$ cat src/design/gng_pkg.sv
// shared types, constants and elaboration-time helpers for the gaussian noise generator
package gng_pkg;

    localparam int MUL_W = 34;

    localparam logic [30:0] GEN_MOD   = 31'h7FFF_FFFF;
    localparam logic [30:0] SEED_MASK = 31'd123459876;
    localparam logic [33:0] GEN_MUL   = 34'd16807;
    localparam logic [33:0] LN2Q30    = 34'h2C5C85FE;

    localparam logic [33:0] ONE24 = 34'd16777216;
    localparam logic [33:0] C0 = 34'(((64'd2515517 << 24) + 64'd500000) / 64'd1000000);
    localparam logic [33:0] C1 = 34'(((64'd802853 << 24) + 64'd500000) / 64'd1000000);
    localparam logic [33:0] C2 = 34'(((64'd10328 << 24) + 64'd500000) / 64'd1000000);
    localparam logic [33:0] D1 = 34'(((64'd1432788 << 24) + 64'd500000) / 64'd1000000);
    localparam logic [33:0] D2 = 34'(((64'd189269 << 24) + 64'd500000) / 64'd1000000);
    localparam logic [33:0] D3 = 34'(((64'd1308 << 24) + 64'd500000) / 64'd1000000);

    // log2 in Q28, evaluated at elaboration only
    function automatic logic [33:0] log2_q28(input logic [63:0] a);
        logic [5:0]   e;
        logic [63:0]  m;
        logic [127:0] sq;
        logic [27:0]  frac;
        e    = '0;
        frac = '0;
        for (int i = 1; i < 64; i++)
        begin
            if ((a >> i) != 64'd0)
            begin
                e = 6'(i);
            end
        end
        if (e <= 6'd31)
        begin
            m = a << (6'd31 - e);
        end
        else
        begin
            m = a >> (e - 6'd31);
        end
        for (int i = 0; i < 28; i++)
        begin
            sq   = 128'(m) * 128'(m);
            m    = sq[94:31];
            frac = {frac[26:0], 1'b0};
            if (m >= 64'h1_0000_0000)
            begin
                frac[0] = 1'b1;
                m       = m >> 1;
            end
        end
        return {e, frac};
    endfunction

    localparam logic [33:0] LOG2_MOD = log2_q28(64'd2147483647);

    typedef enum logic [4:0] {
        ST_IDLE,
        ST_MOD_I,
        ST_MOD_W,
        ST_NORM,
        ST_LOG_I,
        ST_LOG_W,
        ST_L,
        ST_T2_I,
        ST_T2_W,
        ST_SQRT,
        ST_PROD_I,
        ST_PROD_W,
        ST_DIV_INIT,
        ST_DIV,
        ST_MAG,
        ST_SC_I,
        ST_SC_W,
        ST_DONE
    } state_t;

    typedef enum logic [2:0] {
        PS_TT,
        PS_TTT,
        PS_N1,
        PS_N2,
        PS_D1,
        PS_D2,
        PS_D3
    } prod_step_t;

    typedef struct packed {
        logic        start;
        logic [15:0] sigma;
        logic [30:0] value;
    } core_req_t;

    typedef struct packed {
        logic        idle;
        logic        done;
        logic [23:0] sample;
        logic [30:0] value;
        logic        stuck;
    } core_rsp_t;

endpackage

$ cat src/design/gng_mul.sv
// shared unsigned multiplier with registered product
module gng_mul
(
    input  logic                              clk,
    input  logic [gng_pkg::MUL_W-1:0]         a,
    input  logic [gng_pkg::MUL_W-1:0]         b,
    output logic [2*gng_pkg::MUL_W-1:0]       p
);

    logic [2*gng_pkg::MUL_W-1:0] p_reg;

    always_ff @(posedge clk)
    begin
        p_reg <= (2*gng_pkg::MUL_W)'(a) * (2*gng_pkg::MUL_W)'(b);
    end

    assign p = p_reg;

endmodule

$ cat src/design/gng_core.sv
// sequencer and datapath: generator step, log2, sqrt, rational divide, scaling
module gng_core
#(
    parameter int OUT_FRAC_BITS = 12
)
(
    input  logic               clk,
    input  logic               rst_n,
    input  gng_pkg::core_req_t req,
    input  logic               ack,
    output gng_pkg::core_rsp_t rsp
);

    localparam int SH = 32 - OUT_FRAC_BITS;
    localparam int PW = 2 * gng_pkg::MUL_W;

    gng_pkg::state_t     state_reg, state_next;
    gng_pkg::prod_step_t step_reg;

    logic [15:0] sigma_reg;
    logic [30:0] v_reg;
    logic        stuck_reg;
    logic        lower_reg;
    logic [29:0] x_reg;
    logic [4:0]  e_reg;
    logic [31:0] m_reg;
    logic [27:0] frac_reg;
    logic [4:0]  cnt_reg;
    logic [33:0] l_reg;
    logic [53:0] sa_reg, sr_reg, sb_reg;
    logic [26:0] t_reg;
    logic [29:0] tt_reg;
    logic [32:0] ttt_reg;
    logic [28:0] num_reg;
    logic [31:0] den_reg;
    logic [32:0] rem_reg;
    logic [29:0] dd_reg;
    logic [29:0] q_reg;
    logic        neg_reg;
    logic [29:0] mag_reg;
    logic [23:0] sample_reg;

    logic [gng_pkg::MUL_W-1:0] mul_a, mul_b;
    logic [PW-1:0]             prod;

    gng_mul u_mul
    (
        .clk (clk),
        .a   (mul_a),
        .b   (mul_b),
        .p   (prod)
    );

    // modular fold of v * 16807 over 2^31-1
    logic [31:0] fold_s;
    logic [30:0] fold_v, fold_c;
    assign fold_s = 32'(prod[30:0]) + 32'(prod[45:31]);
    assign fold_v = (fold_s >= 32'(gng_pkg::GEN_MOD)) ? 31'(fold_s - 32'(gng_pkg::GEN_MOD))
                                                      : fold_s[30:0];
    assign fold_c = gng_pkg::GEN_MOD - fold_v;

    logic [32:0] sq;
    assign sq = prod[63:31];

    logic [PW-1:0] t2_rnd;
    assign t2_rnd = prod + (PW'(1) << 24);

    // square root, one result bit per cycle
    logic [53:0] s_try, sa_new, sr_new;
    always_comb
    begin
        s_try = sr_reg + sb_reg;
        if (sa_reg >= s_try)
        begin
            sa_new = sa_reg - s_try;
            sr_new = (sr_reg >> 1) + sb_reg;
        end
        else
        begin
            sa_new = sa_reg;
            sr_new = sr_reg >> 1;
        end
    end

    logic [PW-1:0] r24_rnd;
    logic [43:0]   r24;
    assign r24_rnd = prod + (PW'(1) << 23);
    assign r24     = r24_rnd[67:24];

    // restoring divide, one quotient bit per cycle
    logic [53:0] dvd;
    logic [32:0] rs;
    logic        qbit;
    logic [32:0] rem_new;
    assign dvd = 54'({num_reg, 24'd0}) + 54'(den_reg[31:1]);
    always_comb
    begin
        rs = {rem_reg[31:0], dd_reg[29]};
        if (rs >= 33'(den_reg))
        begin
            qbit    = 1'b1;
            rem_new = rs - 33'(den_reg);
        end
        else
        begin
            qbit    = 1'b0;
            rem_new = rs;
        end
    end

    logic [29:0] tz;
    assign tz = 30'(t_reg);

    logic [PW-1:0] sc_rnd, sc_sh;
    logic [34:0]   sc_mag;
    logic [23:0]   sc_sample;
    assign sc_rnd = prod + (PW'(1) << (SH - 1));
    assign sc_sh  = sc_rnd >> SH;
    assign sc_mag = sc_sh[34:0];
    always_comb
    begin
        if (neg_reg)
        begin
            if (sc_mag > 35'h80_0000)
            begin
                sc_sample = 24'h80_0000;
            end
            else
            begin
                sc_sample = 24'(35'd0 - sc_mag);
            end
        end
        else if (sc_mag > 35'h7F_FFFF)
        begin
            sc_sample = 24'h7F_FFFF;
        end
        else
        begin
            sc_sample = sc_mag[23:0];
        end
    end

    // next state
    always_comb
    begin
        state_next = state_reg;
        case (state_reg)
            gng_pkg::ST_IDLE:
            begin
                if (req.start)
                begin
                    state_next = (req.sigma == 16'd0) ? gng_pkg::ST_DONE : gng_pkg::ST_MOD_I;
                end
            end
            gng_pkg::ST_MOD_I:    state_next = gng_pkg::ST_MOD_W;
            gng_pkg::ST_MOD_W:    state_next = stuck_reg ? gng_pkg::ST_DONE : gng_pkg::ST_NORM;
            gng_pkg::ST_NORM:
            begin
                if (x_reg[29])
                begin
                    state_next = gng_pkg::ST_LOG_I;
                end
            end
            gng_pkg::ST_LOG_I:    state_next = gng_pkg::ST_LOG_W;
            gng_pkg::ST_LOG_W:
            begin
                state_next = (cnt_reg == 5'd27) ? gng_pkg::ST_L : gng_pkg::ST_LOG_I;
            end
            gng_pkg::ST_L:        state_next = gng_pkg::ST_T2_I;
            gng_pkg::ST_T2_I:     state_next = gng_pkg::ST_T2_W;
            gng_pkg::ST_T2_W:     state_next = gng_pkg::ST_SQRT;
            gng_pkg::ST_SQRT:
            begin
                if (cnt_reg == 5'd0)
                begin
                    state_next = gng_pkg::ST_PROD_I;
                end
            end
            gng_pkg::ST_PROD_I:   state_next = gng_pkg::ST_PROD_W;
            gng_pkg::ST_PROD_W:
            begin
                state_next = (step_reg == gng_pkg::PS_D3) ? gng_pkg::ST_DIV_INIT
                                                          : gng_pkg::ST_PROD_I;
            end
            gng_pkg::ST_DIV_INIT: state_next = gng_pkg::ST_DIV;
            gng_pkg::ST_DIV:
            begin
                if (cnt_reg == 5'd0)
                begin
                    state_next = gng_pkg::ST_MAG;
                end
            end
            gng_pkg::ST_MAG:      state_next = gng_pkg::ST_SC_I;
            gng_pkg::ST_SC_I:     state_next = gng_pkg::ST_SC_W;
            gng_pkg::ST_SC_W:     state_next = gng_pkg::ST_DONE;
            gng_pkg::ST_DONE:
            begin
                if (ack)
                begin
                    state_next = gng_pkg::ST_IDLE;
                end
            end
            default:              state_next = gng_pkg::ST_IDLE;
        endcase
    end

    // outputs: multiplier operands and status
    always_comb
    begin
        mul_a = '0;
        mul_b = '0;
        case (state_reg)
            gng_pkg::ST_MOD_I:
            begin
                mul_a = 34'(v_reg);
                mul_b = gng_pkg::GEN_MUL;
            end
            gng_pkg::ST_LOG_I:
            begin
                mul_a = 34'(m_reg);
                mul_b = 34'(m_reg);
            end
            gng_pkg::ST_T2_I:
            begin
                mul_a = l_reg;
                mul_b = gng_pkg::LN2Q30;
            end
            gng_pkg::ST_PROD_I:
            begin
                case (step_reg)
                    gng_pkg::PS_TT:
                    begin
                        mul_a = 34'(t_reg);
                        mul_b = 34'(t_reg);
                    end
                    gng_pkg::PS_TTT:
                    begin
                        mul_a = 34'(tt_reg);
                        mul_b = 34'(t_reg);
                    end
                    gng_pkg::PS_N1:
                    begin
                        mul_a = gng_pkg::C1;
                        mul_b = 34'(t_reg);
                    end
                    gng_pkg::PS_N2:
                    begin
                        mul_a = gng_pkg::C2;
                        mul_b = 34'(tt_reg);
                    end
                    gng_pkg::PS_D1:
                    begin
                        mul_a = gng_pkg::D1;
                        mul_b = 34'(t_reg);
                    end
                    gng_pkg::PS_D2:
                    begin
                        mul_a = gng_pkg::D2;
                        mul_b = 34'(tt_reg);
                    end
                    gng_pkg::PS_D3:
                    begin
                        mul_a = gng_pkg::D3;
                        mul_b = 34'(ttt_reg);
                    end
                    default:
                    begin
                        mul_a = '0;
                        mul_b = '0;
                    end
                endcase
            end
            gng_pkg::ST_SC_I:
            begin
                mul_a = 34'(mag_reg);
                mul_b = 34'(sigma_reg);
            end
            default:
            begin
                mul_a = '0;
                mul_b = '0;
            end
        endcase
    end

    always_comb
    begin
        rsp.idle   = (state_reg == gng_pkg::ST_IDLE);
        rsp.done   = (state_reg == gng_pkg::ST_DONE);
        rsp.sample = sample_reg;
        rsp.value  = v_reg;
        rsp.stuck  = stuck_reg;
    end

    always_ff @(posedge clk or negedge rst_n)
    begin
        if (!rst_n)
        begin
            state_reg <= gng_pkg::ST_IDLE;
            cnt_reg   <= '0;
            step_reg  <= gng_pkg::PS_TT;
        end
        else
        begin
            state_reg <= state_next;
            case (state_reg)
                gng_pkg::ST_LOG_I:    cnt_reg <= cnt_reg;
                gng_pkg::ST_NORM:     cnt_reg <= '0;
                gng_pkg::ST_LOG_W:    cnt_reg <= cnt_reg + 5'd1;
                gng_pkg::ST_T2_W:     cnt_reg <= 5'd26;
                gng_pkg::ST_SQRT:     cnt_reg <= cnt_reg - 5'd1;
                gng_pkg::ST_DIV_INIT: cnt_reg <= 5'd29;
                gng_pkg::ST_DIV:      cnt_reg <= cnt_reg - 5'd1;
                default:              cnt_reg <= cnt_reg;
            endcase
            case (state_reg)
                gng_pkg::ST_SQRT:     step_reg <= gng_pkg::PS_TT;
                gng_pkg::ST_PROD_W:
                begin
                    if (step_reg != gng_pkg::PS_D3)
                    begin
                        step_reg <= gng_pkg::prod_step_t'(step_reg + 3'd1);
                    end
                end
                default:              step_reg <= step_reg;
            endcase
        end
    end

    // datapath registers
    always_ff @(posedge clk)
    begin
        case (state_reg)
            gng_pkg::ST_IDLE:
            begin
                if (req.start)
                begin
                    sigma_reg  <= req.sigma;
                    v_reg      <= req.value;
                    stuck_reg  <= (req.value == 31'd0) || (req.value == gng_pkg::GEN_MOD);
                    sample_reg <= '0;
                end
            end
            gng_pkg::ST_MOD_W:
            begin
                v_reg     <= fold_v;
                lower_reg <= (fold_v < fold_c);
                x_reg     <= (fold_v < fold_c) ? fold_v[29:0] : fold_c[29:0];
                e_reg     <= 5'd29;
                frac_reg  <= '0;
            end
            gng_pkg::ST_NORM:
            begin
                if (x_reg[29])
                begin
                    m_reg <= {x_reg, 2'b00};
                end
                else
                begin
                    x_reg <= {x_reg[28:0], 1'b0};
                    e_reg <= e_reg - 5'd1;
                end
            end
            gng_pkg::ST_LOG_W:
            begin
                if (sq[32])
                begin
                    m_reg    <= sq[32:1];
                    frac_reg <= {frac_reg[26:0], 1'b1};
                end
                else
                begin
                    m_reg    <= sq[31:0];
                    frac_reg <= {frac_reg[26:0], 1'b0};
                end
            end
            gng_pkg::ST_L:
            begin
                l_reg <= gng_pkg::LOG2_MOD - 34'({e_reg, frac_reg});
            end
            gng_pkg::ST_T2_W:
            begin
                sa_reg <= {t2_rnd[62:25], 16'd0};
                sr_reg <= '0;
                sb_reg <= 54'(1) << 52;
            end
            gng_pkg::ST_SQRT:
            begin
                sa_reg <= sa_new;
                sr_reg <= sr_new;
                sb_reg <= sb_reg >> 2;
                t_reg  <= sr_new[26:0];
            end
            gng_pkg::ST_PROD_W:
            begin
                case (step_reg)
                    gng_pkg::PS_TT:  tt_reg  <= r24[29:0];
                    gng_pkg::PS_TTT: ttt_reg <= r24[32:0];
                    gng_pkg::PS_N1:  num_reg <= 29'(44'(gng_pkg::C0) + r24);
                    gng_pkg::PS_N2:  num_reg <= 29'(44'(num_reg) + r24);
                    gng_pkg::PS_D1:  den_reg <= 32'(44'(gng_pkg::ONE24) + r24);
                    gng_pkg::PS_D2:  den_reg <= 32'(44'(den_reg) + r24);
                    gng_pkg::PS_D3:  den_reg <= 32'(44'(den_reg) + r24);
                    default:         den_reg <= den_reg;
                endcase
            end
            gng_pkg::ST_DIV_INIT:
            begin
                rem_reg <= 33'(dvd[53:30]);
                dd_reg  <= dvd[29:0];
                q_reg   <= '0;
            end
            gng_pkg::ST_DIV:
            begin
                rem_reg <= rem_new;
                dd_reg  <= {dd_reg[28:0], 1'b0};
                q_reg   <= {q_reg[28:0], qbit};
            end
            gng_pkg::ST_MAG:
            begin
                if (tz >= q_reg)
                begin
                    mag_reg <= tz - q_reg;
                    neg_reg <= lower_reg;
                end
                else
                begin
                    mag_reg <= q_reg - tz;
                    neg_reg <= !lower_reg;
                end
            end
            gng_pkg::ST_SC_W:
            begin
                sample_reg <= sc_sample;
            end
            default:
            begin
                sample_reg <= sample_reg;
            end
        endcase
    end

endmodule

$ cat src/design/gaussian_noise_generator.sv
// top level: request and result channels, seed register port, generator state
// Gaussian noise generator. Each request beat carries sigma (unsigned Q8.8); the
// block steps a minimal-standard multiplicative generator (16807 mod 2^31-1),
// folds u into its lower half, forms t = sqrt(-2 ln p) and applies the rational
// tail approximation, then scales by sigma into a signed sample with
// OUT_FRAC_BITS fraction bits, saturated to 24 bits. Every result beat also
// carries the new generator value, the software-visible seed (value xor mask)
// and a stuck flag. Sigma of zero returns zero without advancing the state.
// Otherwise requests are handled one at a time; the bulk of the work is the 28
// log2 squarings on the shared 34x34 multiplier, the normalize shift (one bit a
// cycle), the 27-step square root and the 30-step restoring divide. A stuck
// state (0 or 2^31-1) finishes after the generator step with status set and
// sample 0. The start_seed register sits at byte address 0; reads return the
// current seed. The request side is not ready while an item is in flight; a
// finished result is held in the output register until taken.
module gaussian_noise_generator
#(
    parameter int OUT_FRAC_BITS = 12
)
(
    input  logic               clk,
    input  logic               rst_n,
    input  logic [15:0]        sigma,
    input  logic               req_valid,
    output logic               req_ready,
    output logic signed [23:0] sample,
    output logic [30:0]        uniform,
    output logic [30:0]        seed_out,
    output logic               status,
    output logic               res_valid,
    input  logic               res_ready,
    input  logic               psel,
    input  logic               penable,
    input  logic               pwrite,
    input  logic [2:0]         paddr,
    input  logic [31:0]        pwdata,
    output logic [31:0]        prdata,
    output logic               pready
);

    // register index taken from the word address bit
    localparam logic REG_START_SEED = 1'b0;

    logic [30:0] value_reg;
    logic        res_valid_reg;
    logic [23:0] sample_reg;
    logic [30:0] uniform_reg;
    logic        status_reg;

    gng_pkg::core_req_t req;
    gng_pkg::core_rsp_t rsp;
    logic               ack;
    logic               cfg_wr;

    assign req_ready = rsp.idle;
    assign req.start = req_valid && rsp.idle;
    assign req.sigma = sigma;
    assign req.value = value_reg;

    // result moves to the output register when it is empty or being drained
    assign ack = rsp.done && (!res_valid_reg || res_ready);

    gng_core #(.OUT_FRAC_BITS(OUT_FRAC_BITS)) u_core
    (
        .clk   (clk),
        .rst_n (rst_n),
        .req   (req),
        .ack   (ack),
        .rsp   (rsp)
    );

    assign cfg_wr = psel && penable && pwrite;
    assign pready = 1'b1;
    assign prdata = (paddr[2] == REG_START_SEED) ? {1'b0, value_reg ^ gng_pkg::SEED_MASK}
                                                 : 32'd0;

    // generator state: a seed write takes priority over the step result
    always_ff @(posedge clk or negedge rst_n)
    begin
        if (!rst_n)
        begin
            value_reg     <= 31'd1 ^ gng_pkg::SEED_MASK;
            res_valid_reg <= 1'b0;
        end
        else
        begin
            if (cfg_wr && (paddr[2] == REG_START_SEED))
            begin
                value_reg <= pwdata[30:0] ^ gng_pkg::SEED_MASK;
            end
            else if (ack)
            begin
                value_reg <= rsp.value;
            end
            if (ack)
            begin
                res_valid_reg <= 1'b1;
            end
            else if (res_ready)
            begin
                res_valid_reg <= 1'b0;
            end
        end
    end

    // result beat payload
    always_ff @(posedge clk)
    begin
        if (ack)
        begin
            sample_reg  <= rsp.sample;
            uniform_reg <= rsp.value;
            status_reg  <= rsp.stuck;
        end
    end

    assign res_valid = res_valid_reg;
    assign sample    = sample_reg;
    assign uniform   = uniform_reg;
    assign seed_out  = uniform_reg ^ gng_pkg::SEED_MASK;
    assign status    = status_reg;

endmodule

$ cat config.mk
export PLATFORM = sky130hd
export DESIGN_NAME = gaussian_noise_generator
export DESIGN_NICKNAME = d
export VERILOG_FILES = /design/src/design/gng_pkg.sv /design/src/design/gng_mul.sv /design/src/design/gng_core.sv /design/src/design/gaussian_noise_generator.sv
export SDC_FILE = /design/constraint.sdc
export NUM_CORES = 2
export LEC_CHECK = 0
export ABC_AREA = 0
export BUFFER_PORTS_ARGS = -buffer_cell sky130_fd_sc_hd__buf_2
export CORE_AREA = 5 5 471 473
export DETAILED_ROUTE_END_ITERATION = 16
export DIE_AREA = 0 0 476 478
export HOLD_SLACK_MARGIN = 0.03
export SYNTH_ARGS = -nofsm -noshare
export SYNTH_HDL_FRONTEND = slang
export SYNTH_SLANG_ARGS = --single-unit
$ cat constraint.sdc
create_clock -name clk -period 27.8 [get_ports clk]
set_input_delay 4.17 -clock clk [delete_from_list [all_inputs] [get_ports clk]]
set_output_delay 4.17 -clock clk [all_outputs]
set_load 0.05 [all_outputs]
Word level (Yosys, flattened, before mapping) --
Index checks and enable logic that the tools add are counted.
Storage, ports and cells: output and inout port bits 122, register bits after elaboration 803
Operators by class: add/subtract/negate cells 23, equality and inequality tests 34, bitwise gates (word level) 4, mux-type cells 54, multipliers 1, reduce and logical (&&, ||, !) cells 43, order comparisons 7
Operator list (number):
- $pmux W34 S5 | 2
- $pmux W54 S2 | 3
- $pmux W30 S7 | 1
- $pmux W32 S2 | 3
- $pmux W30 S2 | 3
- $mux W31 | 5
- $mux W54 | 2
- $pmux W33 S3 | 1
- $mux W24 | 4
- $mux W32 | 3
- $mux W30 | 3
- $pmux W5 S18 | 1
- $mul A34 B34 Y64 | 1
- $add A63 B25 Y63 const B | 1
- $pmux W31 S2 | 1
- $pmux W29 S2 | 1
- $add A57 B24 Y57 const B | 1
- $pmux W28 S2 | 1
- $add A55 B20 Y55 const B | 1
- $add A53 B31 Y54 | 1
- $add A53 B54 Y54 | 1
- $add A54 B54 Y54 | 1
- $ge A54 B54 Y1 | 1
- $sub A54 B54 Y54 | 1
- 56 further kinds | 123

Longest topological paths before layout --
depth after elaboration 7, gate-level depth with buffers 42

By module --
A second synthesis with hierarchy kept.
Unflattened totals: cell total of the unflattened synthesis 9702, area, all modules 89145.5 µm²
By module, submodules not included:
- gng_core | area each 46769.9 µm², seq. area each 18672.9 µm², cells each 5138, times used 1
- gng_mul | area each 38748.4 µm², seq. area each 1361.3 µm², cells each 4272, times used 1
- gaussian_noise_generator | area each 3627.2 µm², seq. area each 2502.4 µm², cells each 292, times used 1

Worst setup path after synthesis --
No wires, ideal clock.
path type register -> register, from register u_core.step_reg[1], to register u_core.u_mul.p_reg, in the netlist u_core.u_mul.p[63], arrival 9937 ps, data required time 27679 ps, path slack 17742 ps, period minus slack after synthesis 10058 ps, library setup time 121 ps, path buffers 3, stages on the path, launching flop included 34, path through dfrtp_1 -> inv_1 -> ha_1 -> clkbuf_1 -> o21ai_1 -> nand2b_1 -> a221o_1 -> o21a_1 -> a2111oi_1 -> clkbuf_1 -> nor2_1 -> fa_1 -> inv_1 -> fa_1 -> inv_1 -> fa_1 -> fa_1 -> fa_1 -> fa_1 -> fa_1 -> inv_1 -> fa_1 -> inv_1 -> ha_1 -> clkbuf_1 -> nand4_1 -> or2_2 -> o41ai_1 -> a21oi_1 -> a31oi_1 -> a21oi_1 -> nor4_1 -> a31oi_1 -> xnor2_1
On the way: word-level cells in the longest chain between the ends 5, elaborated cells on any way between the ends 14, classes of those cells mul: 1; eq/ne: 6; mux: 4; reduce/logical: 3
Ends and longest elaborated chain:
- from (decl) | line gng_core.sv:18 | gng_pkg::prod_step_t step_reg;
- from (signal assigned) | line gng_core.sv:301 | step_reg <= gng_pkg::PS_TT;
- from (signal assigned) | line gng_core.sv:317 | gng_pkg::ST_SQRT: step_reg <= gng_pkg::PS_TT;
- from (signal assigned) | line gng_core.sv:322 | step_reg <= gng_pkg::prod_step_t'(step_reg + 3'd1);
- $eq A3 B1 Y1 (tied with other cells) | line gng_core.sv:230 | case (step_reg)
- $reduce_or A4 Y1 (no line) / $reduce_or A2 Y1 (equally long branches)
- $pmux W33 S3 | line gng_core.sv:230
- $pmux W34 S5 | line gng_core.sv:212 | case (state_reg)
- $mul A34 B34 Y64 (*) | line gng_mul.sv:14 | p_reg <= (2*gng_pkg::MUL_W)'(a) * (2*gng_pkg::MUL_W)'(b);
- to (signal assigned) | line gng_mul.sv:14
- to (decl) | line gng_mul.sv:10 | logic [2*gng_pkg::MUL_W-1:0] p_reg;
Mark *: on every way between the ends. The rest lies on a longest branch, timed or not. A chain may end at the register's enable or synchronous reset.

Worst setup path after layout --
from register u_core.state_reg[4], to register u_core.u_mul.p_reg, in the netlist u_core.u_mul.p[63]
On the way: word-level cells in the longest chain between the ends 3, elaborated cells on any way between the ends 8, classes of those cells mul: 1; eq/ne: 5; mux: 2
Ends and longest elaborated chain:
- from (decl) | line gng_core.sv:17 | gng_pkg::state_t state_reg, state_next;
- from (signal assigned) | line gng_core.sv:299 | state_reg <= gng_pkg::ST_IDLE;
- from (signal assigned) | line gng_core.sv:305 | state_reg <= state_next;
- $eq A5 B4 Y1 (tied with other cells) | line gng_core.sv:212
- $pmux W34 S5 | line gng_core.sv:212
- $mul A34 B34 Y64 (*) | line gng_mul.sv:14
Marks and branches as above.

==> run_results.csv <==
group,metric,value,unit
synth,ys.flop_type,"edfxtp_1",
drt,dr.pass1.iters,7,
worst_setup_path,worstPathRequired,28390,ps
grt,antenna_found_initial,24,
synth,synth.most_common_cell,"inv_1",
worst_setup_path,cp-start-kind,"register",
grt,grt_max_degree,91,
synth,synth_common_cells,"inv_1, nand2_1, nor2_1",
timing,rsz0062_at_grt,"no",
timing,tightest_slew,1308,ps
floorplan,core_area,0.2165,mm2
synth,netlist_area,0.08619,mm2
worst_setup_path,critical_path_class,"reg2reg",
clock_tree,postCtsSetupRepairBufs,0,
synth,yosys.area.top_type,"edfxtp_1",
drt,drc,0,
drt,drtIter0Drc,7283,
clock_tree,cts_buffer_depth,3,
timing,fin_crit,12930,ps
drt,route.detailed.wl_per_inst,25.72,um
worst_setup_path,cp_max_fo,32,
clock_tree,ctsResizeCount,0,
synth,yosys_warnings,0,
floorplan,start_util,0.3981,
floorplan,die-width,476,um
clock_tree,clkSinkCount,776,
flow_run,drv_cap,0,
timing,finalCritPeriodShare,0.4650,
worst_setup_path,r2r-start,"u_core.state_reg[4]",
grt,overflow,0,
synth,synth_cell_types,101,
timing,final.setup.tns,0,ps
pwr,power_frac_clock,0.102,
placement,dp_hpwl,249000,um
drt,num_vias,71030,
timing,setup_viol,0,
timing,fmax,77.36,MHz
worst_hold_path,min_path_type,"reg2reg",
worst_setup_path,crit_arrival,13520,ps
synth,async_reset_ff_frac,0.05799,
placement,dp_cells,12310,
timing,maxSlewViolCount,0,
synth,synth_seq_cells,776,
placement,io_buffers,174,
worst_setup_path,max_stage_delay,1040,ps
drt,detail-route-antenna-nets,0,
finish,layout.nets,11180,
worst_setup_path,crit_start,"u_core.state_reg[4]",
finish,drive_above_1_share,0.07071,
synth,ys_seq_area_frac,0.2605,
finish,post-route-util,0.4323,
finish,area_growth_syn_to_layout,8.601,%
worst_setup_path,critical_path.endpoint_type,"register",
worst_setup_path,worst_path_most_repeated_cell,"fa_1",
pwr,power_frac_comb,0.715,
clock_tree,htree_levels,3,
clock_tree,cts_buffers,85,
floorplan,die-area,0.2275,mm2
timing,slew_headroom,0.1220,
finish,largest_register_ffs,64,
pwr,ir_worst_vdd,0.1052,mV
synth,synthCells,9523,
worst_hold_path,hold_start,"u_core.sample_reg[6]",
timing,finalClockSkew,31.41,ps
floorplan,num_io_pins,180,
finish,final_cell_count_no_fill,12480,
clock_tree,insertion_delay,720,ps
drt,route.detailed.vias_per_inst,5.692,
pwr,leakagePower,41.44,nW
clock_tree,cts_hold_buf,0,
floorplan,fp-row-count,171,
clock_tree,cts_root_buf,"clkbuf_16",
grt,grtUsageTotal,0.2792,
grt,grt_pass1_vias,71260,
pwr,swShare,0.5655,
placement,gp_congestion,0.9795,
synth,synth_top_area_frac,0.2324,
pwr,p_int,0.005053,W
run_status,status,"completed",
clock_tree,cts_tree,"built",
synth,ys_top_cells_by_area,"edfxtp_1, fa_1, ha_1, inv_1, nand2_1",
pwr,pwr-share-seq,0.183,
timing,hold_viol,0,
synth,synth-edff-count,667,
pwr,p_per_area,124.2,mW/mm2
synth,avgSynthCellArea,9.051,um2
floorplan,die_h,478,um
pwr,switchingPower,0.006577,W
worst_setup_path,crit_slowest_cell,"o41ai_1",
grt,grt_pass1_wl,471900,um
drt,totalWireLength,320900,um
clock_tree,clk_pin_slew,70,ps
-- cell usage in the layout, fill, tap and decap left out, types with 174 or more instances in the layout --
master / instances
inv_1: 1390
nand2_1: 1118
nor2_1: 1053
fa_1: 994
edfxtp_1: 667
ha_1: 580
a21oi_1: 426
o21ai_0: 422
xnor2_1: 319
xor2_1: 216
buf_4: 198
buf_2: 174
-- cell families (layout without fill, tap and decap cells) --
logic type,after synthesis,count (layout),share of synthesized area
adder cells (fa/ha/maj),1575,1575,0.3152
other,2,44,0.00008713
buffers and inverters,1865,1924,0.08253
flip-flops,776,776,0.2605
multiplexers,100,100,0.01180
AND/OR/NAND/NOR,3011,3011,0.1534
XOR/XNOR,536,536,0.05447
AO/OA/AOI/OAI,1658,1658,0.1220
-- power by group through the flow --
stage	sequential, W	combinational, W	clock, W
final	0.00213	0.00832	0.00118
after global routing	0.00214	0.00902	0.00125
after CTS	0.00211	0.00812	0.00120
after detailed placement	0.00213	0.00803	0
after global placement	0.00212	0.00796	0
after floorplan	0.00188	0.00518	0
-- path summary, 6_finish.rpt --
path                                            end  slack [ps]  cells after the start
worst max register to register   u_core.u_mul.p[63]       14870                     30
worst min-delay path                      sample[6]         410                      0
worst min register to register            sample[6]         410                      0
max in group asynchronous       u_core.state_reg[0]       23630                      2
worst max-delay path             u_core.u_mul.p[63]       14870                     30
min in group asynchronous             value_reg[23]        3630                      2
-- layer usage --
layer  part of all wire  vias to the layer above  GRT usage
li1                   -                    31400          -
met1               0.41                    35480     0.3732
met2               0.44                     3427     0.4231
met3              0.099                      724    0.06914
met4              0.060                        8     0.1371
met5            0.00015                        -          0
-- layout make-up --
class,instances,area [um2]
clock inverters,53,505.5
diodes,7,17.52
flip-flops and latches,776,22460
well taps,2854,3571
inverters,1393,5231
repair buffers,372,2357
multi-input cells,6917,57110
clock buffers,106,2350
fillers,21160,122900
-- critical path, delay by kind of cell, from the launching register on --
family	cells	cell delay, ps
xor+xnor	1	160
simple gates	8	3420
flops	1	630
buf+inv	6	800
fa+ha+maj	9	4780
compound gates	6	2990
-- per-stage QoR --
stage	power [W]	instance area, um2	hold slack (ps)	setup slack (ps)
2_1_floorplan	0.007067	86320	400.3	17740
3_3_place_gp	0.01009	90730	406.3	15320
3_5_place_dp	0.01016	90730	404.5	15180
4_1_cts	0.01144	93590	415.6	15150
5_1_grt	0.01240	93590	431.7	14580
6_report	0.01163	93600	412.8	14870
Power figures use the tool's default switching activity.
